===== src/rtl/ghdr_pkg.sv =====
// Shared types, constants and tables for the gyro heading dead reckoning block.
package ghdr_pkg;

    // Field widths of the input and result beats.
    localparam int GYRO_W     = 14;
    localparam int SPEED_W    = 16;
    localparam int DT_W       = 16;
    localparam int POS_W      = 32;
    localparam int HEAD_W     = 16;
    localparam int DEADBAND_W = 10;

    localparam logic [DEADBAND_W-1:0] DEADBAND_RESET = 10'd128;

    // Raw gyro thresholds, Q10.4: 400 and 500 scaled by 16.
    localparam logic [GYRO_W-1:0] GYRO_WRAP = 14'd6400;
    localparam logic [GYRO_W-1:0] GYRO_ZERO = 14'd8000;

    // Rate divider: numerator up to 6400 * 16, divided by five one bit per cycle.
    localparam int RATE_DIV  = 5;
    localparam int DIV_W     = 17;
    localparam int DIV_CNT_W = $clog2(DIV_W + 1);
    localparam int REM_W     = $clog2(RATE_DIV);

    // Heading arithmetic, Q3.13.
    localparam int PI_Q13      = 25736;
    localparam int TWO_PI_Q13  = 51472;
    localparam int MOD_STEPS   = 5;
    localparam int MOD_SPAN    = TWO_PI_Q13 << (MOD_STEPS - 1);
    localparam int MOD_W       = 21;
    localparam int MOD_CNT_W   = $clog2(MOD_STEPS + 1);
    localparam int HEAD_SUM_W  = 24;

    // CORDIC in rotation mode: angle Q.20, vector Q.30.
    localparam int CORDIC_STEPS = 16;
    localparam int ATAN_ENTRIES = 24;
    localparam int CORDIC_ITERS = (CORDIC_STEPS < ATAN_ENTRIES) ? CORDIC_STEPS : ATAN_ENTRIES;
    localparam int ITER_W       = $clog2(ATAN_ENTRIES);
    localparam int ANGLE_W      = 23;
    localparam int CORDIC_W     = 32;
    localparam logic signed [CORDIC_W-1:0] CORDIC_GAIN = 32'sd652032874;
    localparam logic signed [ANGLE_W-1:0]  PI_Z        = 23'sd3294208;
    localparam logic signed [ANGLE_W-1:0]  HALF_PI_Z   = 23'sd1647104;

    // Bit-serial multiplier size.
    localparam int MUL_W     = 32;
    localparam int MUL_CNT_W = $clog2(MUL_W);

    typedef struct packed {
        logic [GYRO_W-1:0]         gyro_raw;
        logic signed [SPEED_W-1:0] speed;
        logic [DT_W-1:0]           time_step;
    } in_beat_t;

    typedef struct packed {
        logic signed [POS_W-1:0]  pos_x;
        logic signed [POS_W-1:0]  pos_y;
        logic signed [HEAD_W-1:0] heading;
    } out_beat_t;

    typedef enum logic [2:0] {
        ST_IDLE,
        ST_DIV,
        ST_MUL1,
        ST_MUL2,
        ST_OUT
    } state_t;

    // Arctangent of 2^-i, rounded in Q.20.
    function automatic logic [19:0] atan_q20(input logic [ITER_W-1:0] idx);
        logic [19:0] val;
        case (idx)
            5'd0:    val = 20'd823550;
            5'd1:    val = 20'd486170;
            5'd2:    val = 20'd256879;
            5'd3:    val = 20'd130396;
            5'd4:    val = 20'd65451;
            5'd5:    val = 20'd32757;
            5'd6:    val = 20'd16383;
            5'd7:    val = 20'd8192;
            5'd8:    val = 20'd4096;
            5'd9:    val = 20'd2048;
            5'd10:   val = 20'd1024;
            5'd11:   val = 20'd512;
            5'd12:   val = 20'd256;
            5'd13:   val = 20'd128;
            5'd14:   val = 20'd64;
            5'd15:   val = 20'd32;
            5'd16:   val = 20'd16;
            5'd17:   val = 20'd8;
            5'd18:   val = 20'd4;
            5'd19:   val = 20'd2;
            5'd20:   val = 20'd1;
            default: val = 20'd0;
        endcase
        return val;
    endfunction

endpackage


===== src/rtl/gyro_heading_dead_reckoning.sv =====
// Gyro heading dead reckoning: one position and heading update per tick beat.
//
// Each accepted tick beat turns the raw gyro reading into a turn rate, moves the
// position along the old heading by speed times time step, and advances the
// heading by rate times time step, wrapped into [-pi, pi). A tick occupies the
// block through acceptance, the bit-serial divide by five of the gyro reading
// (the CORDIC runs its 16 rotations alongside), the first pass of the two
// bit-serial 32 x 32 multipliers (rate and speed times time step), the second
// pass (speed times time step times cosine and sine, with the heading wrap done
// meanwhile), and the commit of the state and the load of the output register,
// which waits until an earlier result is taken. The next tick can be accepted
// in the same cycle as the result appears, even while the result still waits on
// m_ready. The deadband register may be written while idle.
module gyro_heading_dead_reckoning (
    input  logic                                  aclk,
    input  logic                                  aresetn,
    input  logic                                  s_valid,
    output logic                                  s_ready,
    input  ghdr_pkg::in_beat_t                    s_data,
    output logic                                  m_valid,
    input  logic                                  m_ready,
    output ghdr_pkg::out_beat_t                   m_data,
    input  logic                                  cfg_wr_en,
    input  logic [ghdr_pkg::DEADBAND_W-1:0]       cfg_wr_data
);
    import ghdr_pkg::*;

    state_t state_reg;
    state_t state_next;

    logic [DEADBAND_W-1:0]     deadband_reg;
    logic signed [SPEED_W-1:0] speed_reg;
    logic [DT_W-1:0]           dt_reg;

    // Rate divider.
    logic [DIV_W-1:0]     n_reg;
    logic [REM_W-1:0]     rem_reg;
    logic                 neg_reg;
    logic [DIV_CNT_W-1:0] div_cnt_reg;
    logic [DIV_W-1:0]     n_start;
    logic                 neg_start;
    logic [GYRO_W-1:0]    gyro_back;
    logic [REM_W:0]       rem_ext;
    logic                 q_bit;
    logic [REM_W-1:0]     rem_step;

    // Heading wrap.
    logic [MOD_W-1:0]     mod_reg;
    logic [MOD_W-1:0]     sub_reg;
    logic [MOD_CNT_W-1:0] mod_cnt_reg;

    logic signed [POS_W-1:0]  acc_x_reg;
    logic signed [POS_W-1:0]  acc_y_reg;
    logic signed [HEAD_W-1:0] acc_head_reg;

    out_beat_t out_reg;
    logic      out_valid_reg;

    // Control.
    logic accept;
    logic div_done;
    logic mul1_start;
    logic mul2_start;
    logic finish;
    logic out_load;

    logic signed [CORDIC_W-1:0] cos_q30;
    logic signed [CORDIC_W-1:0] sin_q30;
    logic                       cordic_busy;

    logic signed [MUL_W-1:0]     mul_a_x;
    logic signed [MUL_W-1:0]     mul_a_y;
    logic        [MUL_W-1:0]     mul_b;
    logic                        mul_busy_x;
    logic                        mul_busy_y;
    logic signed [2*MUL_W-1:0]   prod_x;
    logic signed [2*MUL_W-1:0]   prod_y;

    logic                        rate_zero;
    logic signed [DIV_W:0]       rate_s;
    logic signed [HEAD_SUM_W-1:0] head_sum;
    logic signed [HEAD_SUM_W-1:0] head_adj;
    logic signed [POS_W:0]       dx;
    logic signed [POS_W:0]       dy;
    logic signed [POS_W:0]       sum_x;
    logic signed [POS_W:0]       sum_y;
    logic signed [POS_W-1:0]     new_x;
    logic signed [POS_W-1:0]     new_y;
    logic signed [HEAD_W-1:0]    new_head;

    ghdr_cordic u_cordic (
        .aclk    (aclk),
        .aresetn (aresetn),
        .start   (accept),
        .angle   (acc_head_reg),
        .busy    (cordic_busy),
        .cos_q30 (cos_q30),
        .sin_q30 (sin_q30)
    );

    ghdr_smul u_mul_x (
        .aclk    (aclk),
        .aresetn (aresetn),
        .start   (mul1_start | mul2_start),
        .a       (mul_a_x),
        .b       (mul_b),
        .busy    (mul_busy_x),
        .product (prod_x)
    );

    ghdr_smul u_mul_y (
        .aclk    (aclk),
        .aresetn (aresetn),
        .start   (mul1_start | mul2_start),
        .a       (mul_a_y),
        .b       (mul_b),
        .busy    (mul_busy_y),
        .product (prod_y)
    );

    // Control strobes of the sequencer.
    always_comb begin
        s_ready    = (state_reg == ST_IDLE);
        accept     = s_ready && s_valid;
        div_done   = (div_cnt_reg == DIV_CNT_W'(DIV_W));
        mul1_start = (state_reg == ST_DIV) && div_done && !cordic_busy;
        mul2_start = (state_reg == ST_MUL1) && !mul_busy_x && !mul_busy_y;
        finish     = (state_reg == ST_MUL2) && !mul_busy_x && !mul_busy_y;
        out_load   = (state_reg == ST_OUT) && (!out_valid_reg || m_ready);
    end

    // Next state.
    always_comb begin
        state_next = state_reg;
        case (state_reg)
            ST_IDLE: begin
                if (accept) begin
                    state_next = ST_DIV;
                end
            end
            ST_DIV: begin
                if (mul1_start) begin
                    state_next = ST_MUL1;
                end
            end
            ST_MUL1: begin
                if (mul2_start) begin
                    state_next = ST_MUL2;
                end
            end
            ST_MUL2: begin
                if (finish) begin
                    state_next = ST_OUT;
                end
            end
            ST_OUT: begin
                if (out_load) begin
                    state_next = ST_IDLE;
                end
            end
            default: begin
                state_next = ST_IDLE;
            end
        endcase
    end

    // Divider numerator: readings above the wrap point count backward from the zero point.
    always_comb begin
        n_start   = '0;
        neg_start = 1'b0;
        gyro_back = GYRO_ZERO - s_data.gyro_raw;
        if (s_data.gyro_raw >= GYRO_ZERO) begin
            n_start = '0;
        end else if (s_data.gyro_raw > GYRO_WRAP) begin
            n_start   = {gyro_back[DIV_W-5:0], 4'b0};
            neg_start = 1'b1;
        end else begin
            n_start = {s_data.gyro_raw[DIV_W-5:0], 4'b0};
        end
    end

    // One quotient bit per cycle of the restoring divide by five.
    always_comb begin
        rem_ext = {rem_reg, n_reg[DIV_W-1]};
        q_bit   = (rem_ext >= (REM_W + 1)'(RATE_DIV));
        if (q_bit) begin
            rem_step = REM_W'(rem_ext - (REM_W + 1)'(RATE_DIV));
        end else begin
            rem_step = rem_ext[REM_W-1:0];
        end
    end

    // Signed turn rate after the deadband, and the multiplier operands of both passes.
    always_comb begin
        rate_zero = (n_reg <= DIV_W'(deadband_reg));
        if (rate_zero) begin
            rate_s = '0;
        end else if (neg_reg) begin
            rate_s = -$signed({1'b0, n_reg});
        end else begin
            rate_s = $signed({1'b0, n_reg});
        end
        if (mul2_start) begin
            mul_a_x = cos_q30;
            mul_a_y = sin_q30;
            mul_b   = prod_y[MUL_W-1:0];
        end else begin
            mul_a_x = {{(MUL_W - DIV_W - 1){rate_s[DIV_W]}}, rate_s};
            mul_a_y = {{(MUL_W - SPEED_W){speed_reg[SPEED_W-1]}}, speed_reg};
            mul_b   = {(MUL_W - DT_W)'(0), dt_reg};
        end
    end

    // Heading plus rounded delta, offset by pi and made non-negative for the wrap.
    always_comb begin
        head_sum = {{(HEAD_SUM_W - HEAD_W){acc_head_reg[HEAD_W-1]}}, acc_head_reg}
                 + {{(HEAD_SUM_W - 21){prod_x[31]}}, prod_x[31:11]}
                 + {(HEAD_SUM_W - 1)'(0), prod_x[10]}
                 + HEAD_SUM_W'(PI_Q13);
        if (head_sum[HEAD_SUM_W-1]) begin
            head_adj = head_sum + HEAD_SUM_W'(MOD_SPAN);
        end else begin
            head_adj = head_sum;
        end
    end

    // Rounded position steps and saturating accumulation.
    always_comb begin
        dx    = {{(POS_W + 1 - 22){prod_x[63]}}, prod_x[63:42]} + {POS_W'(0), prod_x[41]};
        dy    = {{(POS_W + 1 - 22){prod_y[63]}}, prod_y[63:42]} + {POS_W'(0), prod_y[41]};
        sum_x = {acc_x_reg[POS_W-1], acc_x_reg} + dx;
        sum_y = {acc_y_reg[POS_W-1], acc_y_reg} + dy;
        if (sum_x[POS_W] != sum_x[POS_W-1]) begin
            new_x = sum_x[POS_W] ? {1'b1, (POS_W - 1)'(0)} : {1'b0, {(POS_W - 1){1'b1}}};
        end else begin
            new_x = sum_x[POS_W-1:0];
        end
        if (sum_y[POS_W] != sum_y[POS_W-1]) begin
            new_y = sum_y[POS_W] ? {1'b1, (POS_W - 1)'(0)} : {1'b0, {(POS_W - 1){1'b1}}};
        end else begin
            new_y = sum_y[POS_W-1:0];
        end
        new_head = mod_reg[HEAD_W-1:0] - HEAD_W'(PI_Q13);
    end

    // Deadband register.
    always_ff @(posedge aclk) begin
        if (!aresetn) begin
            deadband_reg <= DEADBAND_RESET;
        end else if (cfg_wr_en) begin
            deadband_reg <= cfg_wr_data;
        end
    end

    // Sequencer, counters, output beat valid and accumulated state.
    always_ff @(posedge aclk) begin
        if (!aresetn) begin
            state_reg     <= ST_IDLE;
            div_cnt_reg   <= '0;
            mod_cnt_reg   <= '0;
            out_valid_reg <= 1'b0;
            acc_x_reg     <= '0;
            acc_y_reg     <= '0;
            acc_head_reg  <= '0;
        end else begin
            state_reg <= state_next;
            if (accept) begin
                div_cnt_reg <= '0;
            end else if ((state_reg == ST_DIV) && !div_done) begin
                div_cnt_reg <= div_cnt_reg + 1'b1;
            end
            if (mul2_start) begin
                mod_cnt_reg <= '0;
            end else if ((state_reg == ST_MUL2) && (mod_cnt_reg != MOD_CNT_W'(MOD_STEPS))) begin
                mod_cnt_reg <= mod_cnt_reg + 1'b1;
            end
            if (finish) begin
                acc_x_reg    <= new_x;
                acc_y_reg    <= new_y;
                acc_head_reg <= new_head;
            end
            if (out_load) begin
                out_valid_reg <= 1'b1;
            end else if (m_ready) begin
                out_valid_reg <= 1'b0;
            end
        end
    end

    // Datapath registers.
    always_ff @(posedge aclk) begin
        if (accept) begin
            speed_reg <= s_data.speed;
            dt_reg    <= s_data.time_step;
            n_reg     <= n_start;
            neg_reg   <= neg_start;
            rem_reg   <= '0;
        end else if ((state_reg == ST_DIV) && !div_done) begin
            n_reg   <= {n_reg[DIV_W-2:0], q_bit};
            rem_reg <= rem_step;
        end
        // Heading wrap: compare and subtract 2*pi scaled down one power of two per cycle.
        if (mul2_start) begin
            mod_reg <= head_adj[MOD_W-1:0];
            sub_reg <= MOD_W'(MOD_SPAN);
        end else if ((state_reg == ST_MUL2) && (mod_cnt_reg != MOD_CNT_W'(MOD_STEPS))) begin
            if (mod_reg >= sub_reg) begin
                mod_reg <= mod_reg - sub_reg;
            end
            sub_reg <= sub_reg >> 1;
        end
        if (out_load) begin
            out_reg.pos_x   <= acc_x_reg;
            out_reg.pos_y   <= acc_y_reg;
            out_reg.heading <= acc_head_reg;
        end
    end

    assign m_valid = out_valid_reg;
    assign m_data  = out_reg;

endmodule


===== src/rtl/ghdr_smul.sv =====
// Bit-serial signed 32 x 32 multiplier, one multiplier bit per cycle.
module ghdr_smul (
    input  logic                                   aclk,
    input  logic                                   aresetn,
    input  logic                                   start,
    input  logic signed [ghdr_pkg::MUL_W-1:0]      a,
    input  logic        [ghdr_pkg::MUL_W-1:0]      b,
    output logic                                   busy,
    output logic signed [2*ghdr_pkg::MUL_W-1:0]    product
);
    import ghdr_pkg::*;

    logic signed [MUL_W-1:0] a_reg;
    logic signed [MUL_W-1:0] hi_reg;
    logic        [MUL_W-1:0] lo_reg;
    logic [MUL_CNT_W-1:0]    cnt_reg;
    logic                    busy_reg;

    logic                    last;
    logic signed [MUL_W:0]   addend;
    logic signed [MUL_W:0]   sum;

    // Add the multiplicand for the current multiplier bit; the top bit weighs negative.
    always_comb begin
        last = (cnt_reg == MUL_CNT_W'(MUL_W - 1));
        if (!lo_reg[0]) begin
            addend = '0;
        end else if (last) begin
            addend = -{a_reg[MUL_W-1], a_reg};
        end else begin
            addend = {a_reg[MUL_W-1], a_reg};
        end
        sum = {hi_reg[MUL_W-1], hi_reg} + addend;
    end

    // Sequencing of the shift-add passes.
    always_ff @(posedge aclk) begin
        if (!aresetn) begin
            busy_reg <= 1'b0;
            cnt_reg  <= '0;
        end else if (start) begin
            busy_reg <= 1'b1;
            cnt_reg  <= '0;
        end else if (busy_reg) begin
            if (last) begin
                busy_reg <= 1'b0;
            end
            cnt_reg <= cnt_reg + 1'b1;
        end
    end

    // The product shifts right; low bits replace the consumed multiplier bits.
    always_ff @(posedge aclk) begin
        if (start) begin
            a_reg  <= a;
            hi_reg <= '0;
            lo_reg <= b;
        end else if (busy_reg) begin
            hi_reg <= sum[MUL_W:1];
            lo_reg <= {sum[0], lo_reg[MUL_W-1:1]};
        end
    end

    assign busy    = busy_reg;
    assign product = {hi_reg, lo_reg};

endmodule


===== src/rtl/ghdr_cordic.sv =====
// Iterative rotation-mode CORDIC giving cosine and sine of a Q3.13 heading.
module ghdr_cordic (
    input  logic                                  aclk,
    input  logic                                  aresetn,
    input  logic                                  start,
    input  logic signed [ghdr_pkg::HEAD_W-1:0]    angle,
    output logic                                  busy,
    output logic signed [ghdr_pkg::CORDIC_W-1:0]  cos_q30,
    output logic signed [ghdr_pkg::CORDIC_W-1:0]  sin_q30
);
    import ghdr_pkg::*;

    logic signed [CORDIC_W-1:0] x_reg;
    logic signed [CORDIC_W-1:0] y_reg;
    logic signed [ANGLE_W-1:0]  z_reg;
    logic                       neg_reg;
    logic [ITER_W-1:0]          it_reg;
    logic                       busy_reg;

    logic signed [ANGLE_W-1:0]  z_start;
    logic signed [ANGLE_W-1:0]  z_fold;
    logic                       neg_fold;
    logic signed [CORDIC_W-1:0] xs;
    logic signed [CORDIC_W-1:0] ys;
    logic signed [ANGLE_W-1:0]  at;
    logic                       last;

    // Fold the angle into [-pi/2, pi/2]; the half turn negates both results.
    always_comb begin
        z_start  = {angle, 7'b0};
        z_fold   = z_start;
        neg_fold = 1'b0;
        if (z_start > HALF_PI_Z) begin
            z_fold   = z_start - PI_Z;
            neg_fold = 1'b1;
        end else if (z_start < -HALF_PI_Z) begin
            z_fold   = z_start + PI_Z;
            neg_fold = 1'b1;
        end
    end

    always_comb begin
        xs   = x_reg >>> it_reg;
        ys   = y_reg >>> it_reg;
        at   = {3'b0, atan_q20(it_reg)};
        last = (it_reg == ITER_W'(CORDIC_ITERS - 1));
    end

    always_ff @(posedge aclk) begin
        if (!aresetn) begin
            busy_reg <= 1'b0;
            it_reg   <= '0;
        end else if (start) begin
            busy_reg <= 1'b1;
            it_reg   <= '0;
        end else if (busy_reg) begin
            if (last) begin
                busy_reg <= 1'b0;
            end else begin
                it_reg <= it_reg + 1'b1;
            end
        end
    end

    // One micro-rotation per cycle toward zero residual angle.
    always_ff @(posedge aclk) begin
        if (start) begin
            x_reg   <= CORDIC_GAIN;
            y_reg   <= '0;
            z_reg   <= z_fold;
            neg_reg <= neg_fold;
        end else if (busy_reg) begin
            if (!z_reg[ANGLE_W-1]) begin
                x_reg <= x_reg - ys;
                y_reg <= y_reg + xs;
                z_reg <= z_reg - at;
            end else begin
                x_reg <= x_reg + ys;
                y_reg <= y_reg - xs;
                z_reg <= z_reg + at;
            end
        end
    end

    assign busy    = busy_reg;
    assign cos_q30 = neg_reg ? -x_reg : x_reg;
    assign sin_q30 = neg_reg ? -y_reg : y_reg;

endmodule


===== config.mk =====
export PLATFORM = sky130hd
export DESIGN_NAME = gyro_heading_dead_reckoning
export DESIGN_NICKNAME = d
export VERILOG_FILES = /design/src/rtl/ghdr_pkg.sv /design/src/rtl/gyro_heading_dead_reckoning.sv /design/src/rtl/ghdr_smul.sv /design/src/rtl/ghdr_cordic.sv
export SDC_FILE = /design/constraint.sdc
export NUM_CORES = 2
export LEC_CHECK = 0
export BUFFER_PORTS_ARGS = -buffer_cell sky130_fd_sc_hd__buf_2
export CAP_MARGIN = 40
export CORE_UTILIZATION = 65
export DETAILED_ROUTE_END_ITERATION = 8
export HOLD_SLACK_MARGIN = 0.03
export MAX_ROUTING_LAYER = met4
export PLACE_DENSITY = 0.79
export SLEW_MARGIN = 20
export SYNTH_ARGS = -nofsm -noshare
export SYNTH_HDL_FRONTEND = slang
export SYNTH_HIERARCHICAL = 1
export SYNTH_SLANG_ARGS = --single-unit

===== constraint.sdc =====
create_clock -name aclk -period 17.9 [get_ports aclk]
set_clock_uncertainty 0.05 [all_clocks]
set_input_delay 1.79 -clock aclk [delete_from_list [all_inputs] [get_ports aclk]]
set_output_delay 1.79 -clock aclk [all_outputs]
set_load 0.1 [all_outputs]

==> flow_summary.ini <==
[outcome]
status = finished clean

[clock_tree]
cts_resized = 0
cts_buffers = 69
cts_sinks = 594
cts.htree.levels = 3
post_cts.repair.setup_buffers = 0
ctsLongestPathBuffers = 3
clockRootBuffer = clkbuf_16
cts_hold_buffers = 0
cts_tree = built
cts.clk_slew.worst_paths_ns = 0.06
clkLatencyLatePin_ns = 0.63

[sta]
period_needed_ns = 7.61
hold_viol_final = 0
fmaxAchievable_ghz = 0.131
tightest_slew_ns = 0.920
tns_ns = 0
drv_slew = 0
rsz0062_at_grt = false
finalCritPeriodShare_pct = 42.5
slew_headroom_pct = 36.9
setup_viol = 0

[critical_path]
path_cells = buf_4, buf_12, mux4_1, a22oi_1, a21boi_0, nand2b_1, o22a_1, nor4_1, and3_1, and2_1, a21oi_1, xor2_1, ha_1, a21o_1, a21oi_1, o21ai_0, a21oi_1, o21bai_1, o41ai_1, o21ai_0, a31oi_1, mux2i_1, mux2_1
cp_slowest_cell = nor4_1
path_max_fanout = 32
arrival_ns = 8.07
critPathLaunchType = flip-flop
cp-end-kind = flip-flop
cpMostUsedCell = a21oi_1
path_class = reg2reg
critical_path.max_stage_delay_ns = 0.70
cp.required_ns = 18.36

[cells_and_area]
drive_above_1_share_pct = 10.8
fill_cells = 5542
finalNetCount = 5695
largest_register_ffs = 80
syn_to_final_growth_pct = 7.68

[synth]
syn_inst = 5330
avgSynthCellArea_um2 = 8.81
async_flop_share_pct = 0
synth-main-ff-cell = edfxtp_1
yosysUniqueCellTypes = 112
syn-cell-area_um2 = 46900
synth_edf_count = 303
syn_nets = 5724
seq_area_frac_synth_pct = 31.8
yosys_register_bits = 594
ys_warn_count = 6

[routing]
drt_pass1_iterations = 6
avgRoutedWirePerCell_um = 20.8
vias = 40800
route.detailed.drc = 0
drt_iter0_drc = 3855
drt-total-wl_mm = 131
ant_nets = 0
vias_per_cell = 6.47

[power_and_ir_drop]
power_w = 0.00623
vdd_drop_max_v = 0.000167
p_leak_nw = 20.7
power.density_nw_per_um2 = 123

[floorplanning]
rows = 98
fp.dieW_um = 271
io_pins = 143
die_h_um = 271
coreArea_um2 = 71500
die_area_um2 = 73300
initial_core_util_pct = 65.7

[grt]
grt_usage_pct = 35.8
antenna_found_initial = 2
grt_pass1_vias = 37900
grt_overflow = 0
grt_pass1_wl_mm = 206
grt_max_degree = 87

[placed_design]
dp_hpwl_mm = 95.2
gp_congestion = 1.08
placement.io_buffers = 142

[run]
cap_violations = 0

[min_path]
hp-class = reg2reg
[metal layers]
layer | vias to the layer above | track usage, % | part of all wire, %
met2 | 1785 | 56.5 | 45
li1 | 19400 | - | -
met4 | 0 | 12.4 | 3.7
met1 | 19300 | 46.7 | 43
met5 | - | - | 0
met3 | 321 | 5.56 | 8.3
[cell type report]
| cell class | count | area, um^2 | share of cell area (%) |
|---|---|---|---|
| timing repair buffer | 211 | 1390 | 2.74 |
| clock buffer | 90 | 1930 | 3.82 |
| inverter | 183 | 689 | 1.36 |
| tap | 950 | 1190 | 2.35 |
| antenna | 1 | 2.50 | 0.00495 |
| sequential | 594 | 14900 | 29.6 |
| multi-input combinational | 4242 | 30000 | 59.3 |
| clock inverter | 36 | 413 | 0.817 |
[logic make-up (layout without fill, tap and decap cells)]
logic type | count (synthesis) | after routing | synth area share [%]
simple gates | 1554 | 1554 | 15.7
compound gates | 1547 | 1547 | 20.8
flops | 594 | 594 | 31.8
buf+inv | 494 | 520 | 4.47
xor+xnor | 480 | 480 | 8.97
fa+ha+maj | 343 | 343 | 9.28
mux | 318 | 318 | 8.99
other cells | 0 | 1 | 0
[worst paths after layout]
path                                          from                 end  slack (ns)  cells past startpoint
worst min-delay path                   sub_reg[13]         sub_reg[13]        0.41                      2
worst max-delay path            u_cordic/it_reg[0]  u_cordic/y_reg[31]       10.29                     23
worst min register to register         sub_reg[13]         sub_reg[13]        0.41                      2
worst max register to register  u_cordic/it_reg[0]  u_cordic/y_reg[31]       10.29                     23
[metrics by stage]
stage / utilization, % / instance area [um^2] / setup slack [ns] / instances / hold slack [ns]
after floorplan: - / 46900 / 11.32 / 5330 / 0.375
after global placement: 67.0 / 47900 / 10.46 / 6165 / 0.393
after detailed placement: 67.2 / 48100 / 10.30 / 6174 / 0.398
after CTS: 70.5 / 50400 / 10.27 / 6300 / 0.411
after global routing: 70.7 / 50500 / 9.91 / 6306 / 0.428
final: 70.7 / 50500 / 10.29 / 6307 / 0.408
[critical path, delay by kind of cell, from the launching register on]
family / cells / cell delay, ns
simple gates: 4 / 1.38
flops: 1 / 0.54
xor+xnor: 1 / 0.19
compound gates: 12 / 2.96
fa+ha+maj: 1 / 0.39
buf+inv: 2 / 0.75
mux: 3 / 1.22
[power breakdown]
| group | total (W) | leakage (nW) | switching [W] | internal [W] |
|---|---|---|---|---|
| clock network | 0.00146 | 1.14 | 0.000595 | 0.000867 |
| logic | 0.00295 | 14.3 | 0.00168 | 0.00127 |
| registers | 0.00183 | 5.31 | 0.000262 | 0.00156 |
[cell usage after synthesis (44+ instances only)]
library cell / number / area (um^2)
a211oi_1: 48 / 360
a21o_1: 152 / 1140
a21oi_1: 460 / 2300
a31oi_1: 55 / 344
and2_1: 108 / 676
and3_1: 44 / 275
clkbuf_1: 226 / 848
dfxtp_1: 291 / 5830
edfxtp_1: 303 / 9100
ha_1: 321 / 4020
inv_1: 180 / 676
mux2_2: 105 / 1180
mux2i_1: 141 / 1410
mux4_2: 55 / 1240
nand2_1: 552 / 2070
nand2b_1: 58 / 363
nand3_1: 69 / 345
nand4_1: 47 / 294
nor2_1: 387 / 1450
nor2b_1: 57 / 357
nor3_1: 74 / 370
o21ai_0: 398 / 1990
o31ai_1: 62 / 465
xnor2_1: 312 / 2730
xor2_1: 167 / 1460
[cell usage in the layout (no fill, tap or decap), types with 152 or more instances in the layout]
cell and n:
xor2_1 167, xnor2_1 311, dfxtp_1 285, nor2_1 385, o21ai_0 397, nand2_1 552
a21o_1 152, edfxtp_1 303, a21oi_1 459, ha_1 321, inv_1 179
(Power assumes the default switching activity.)
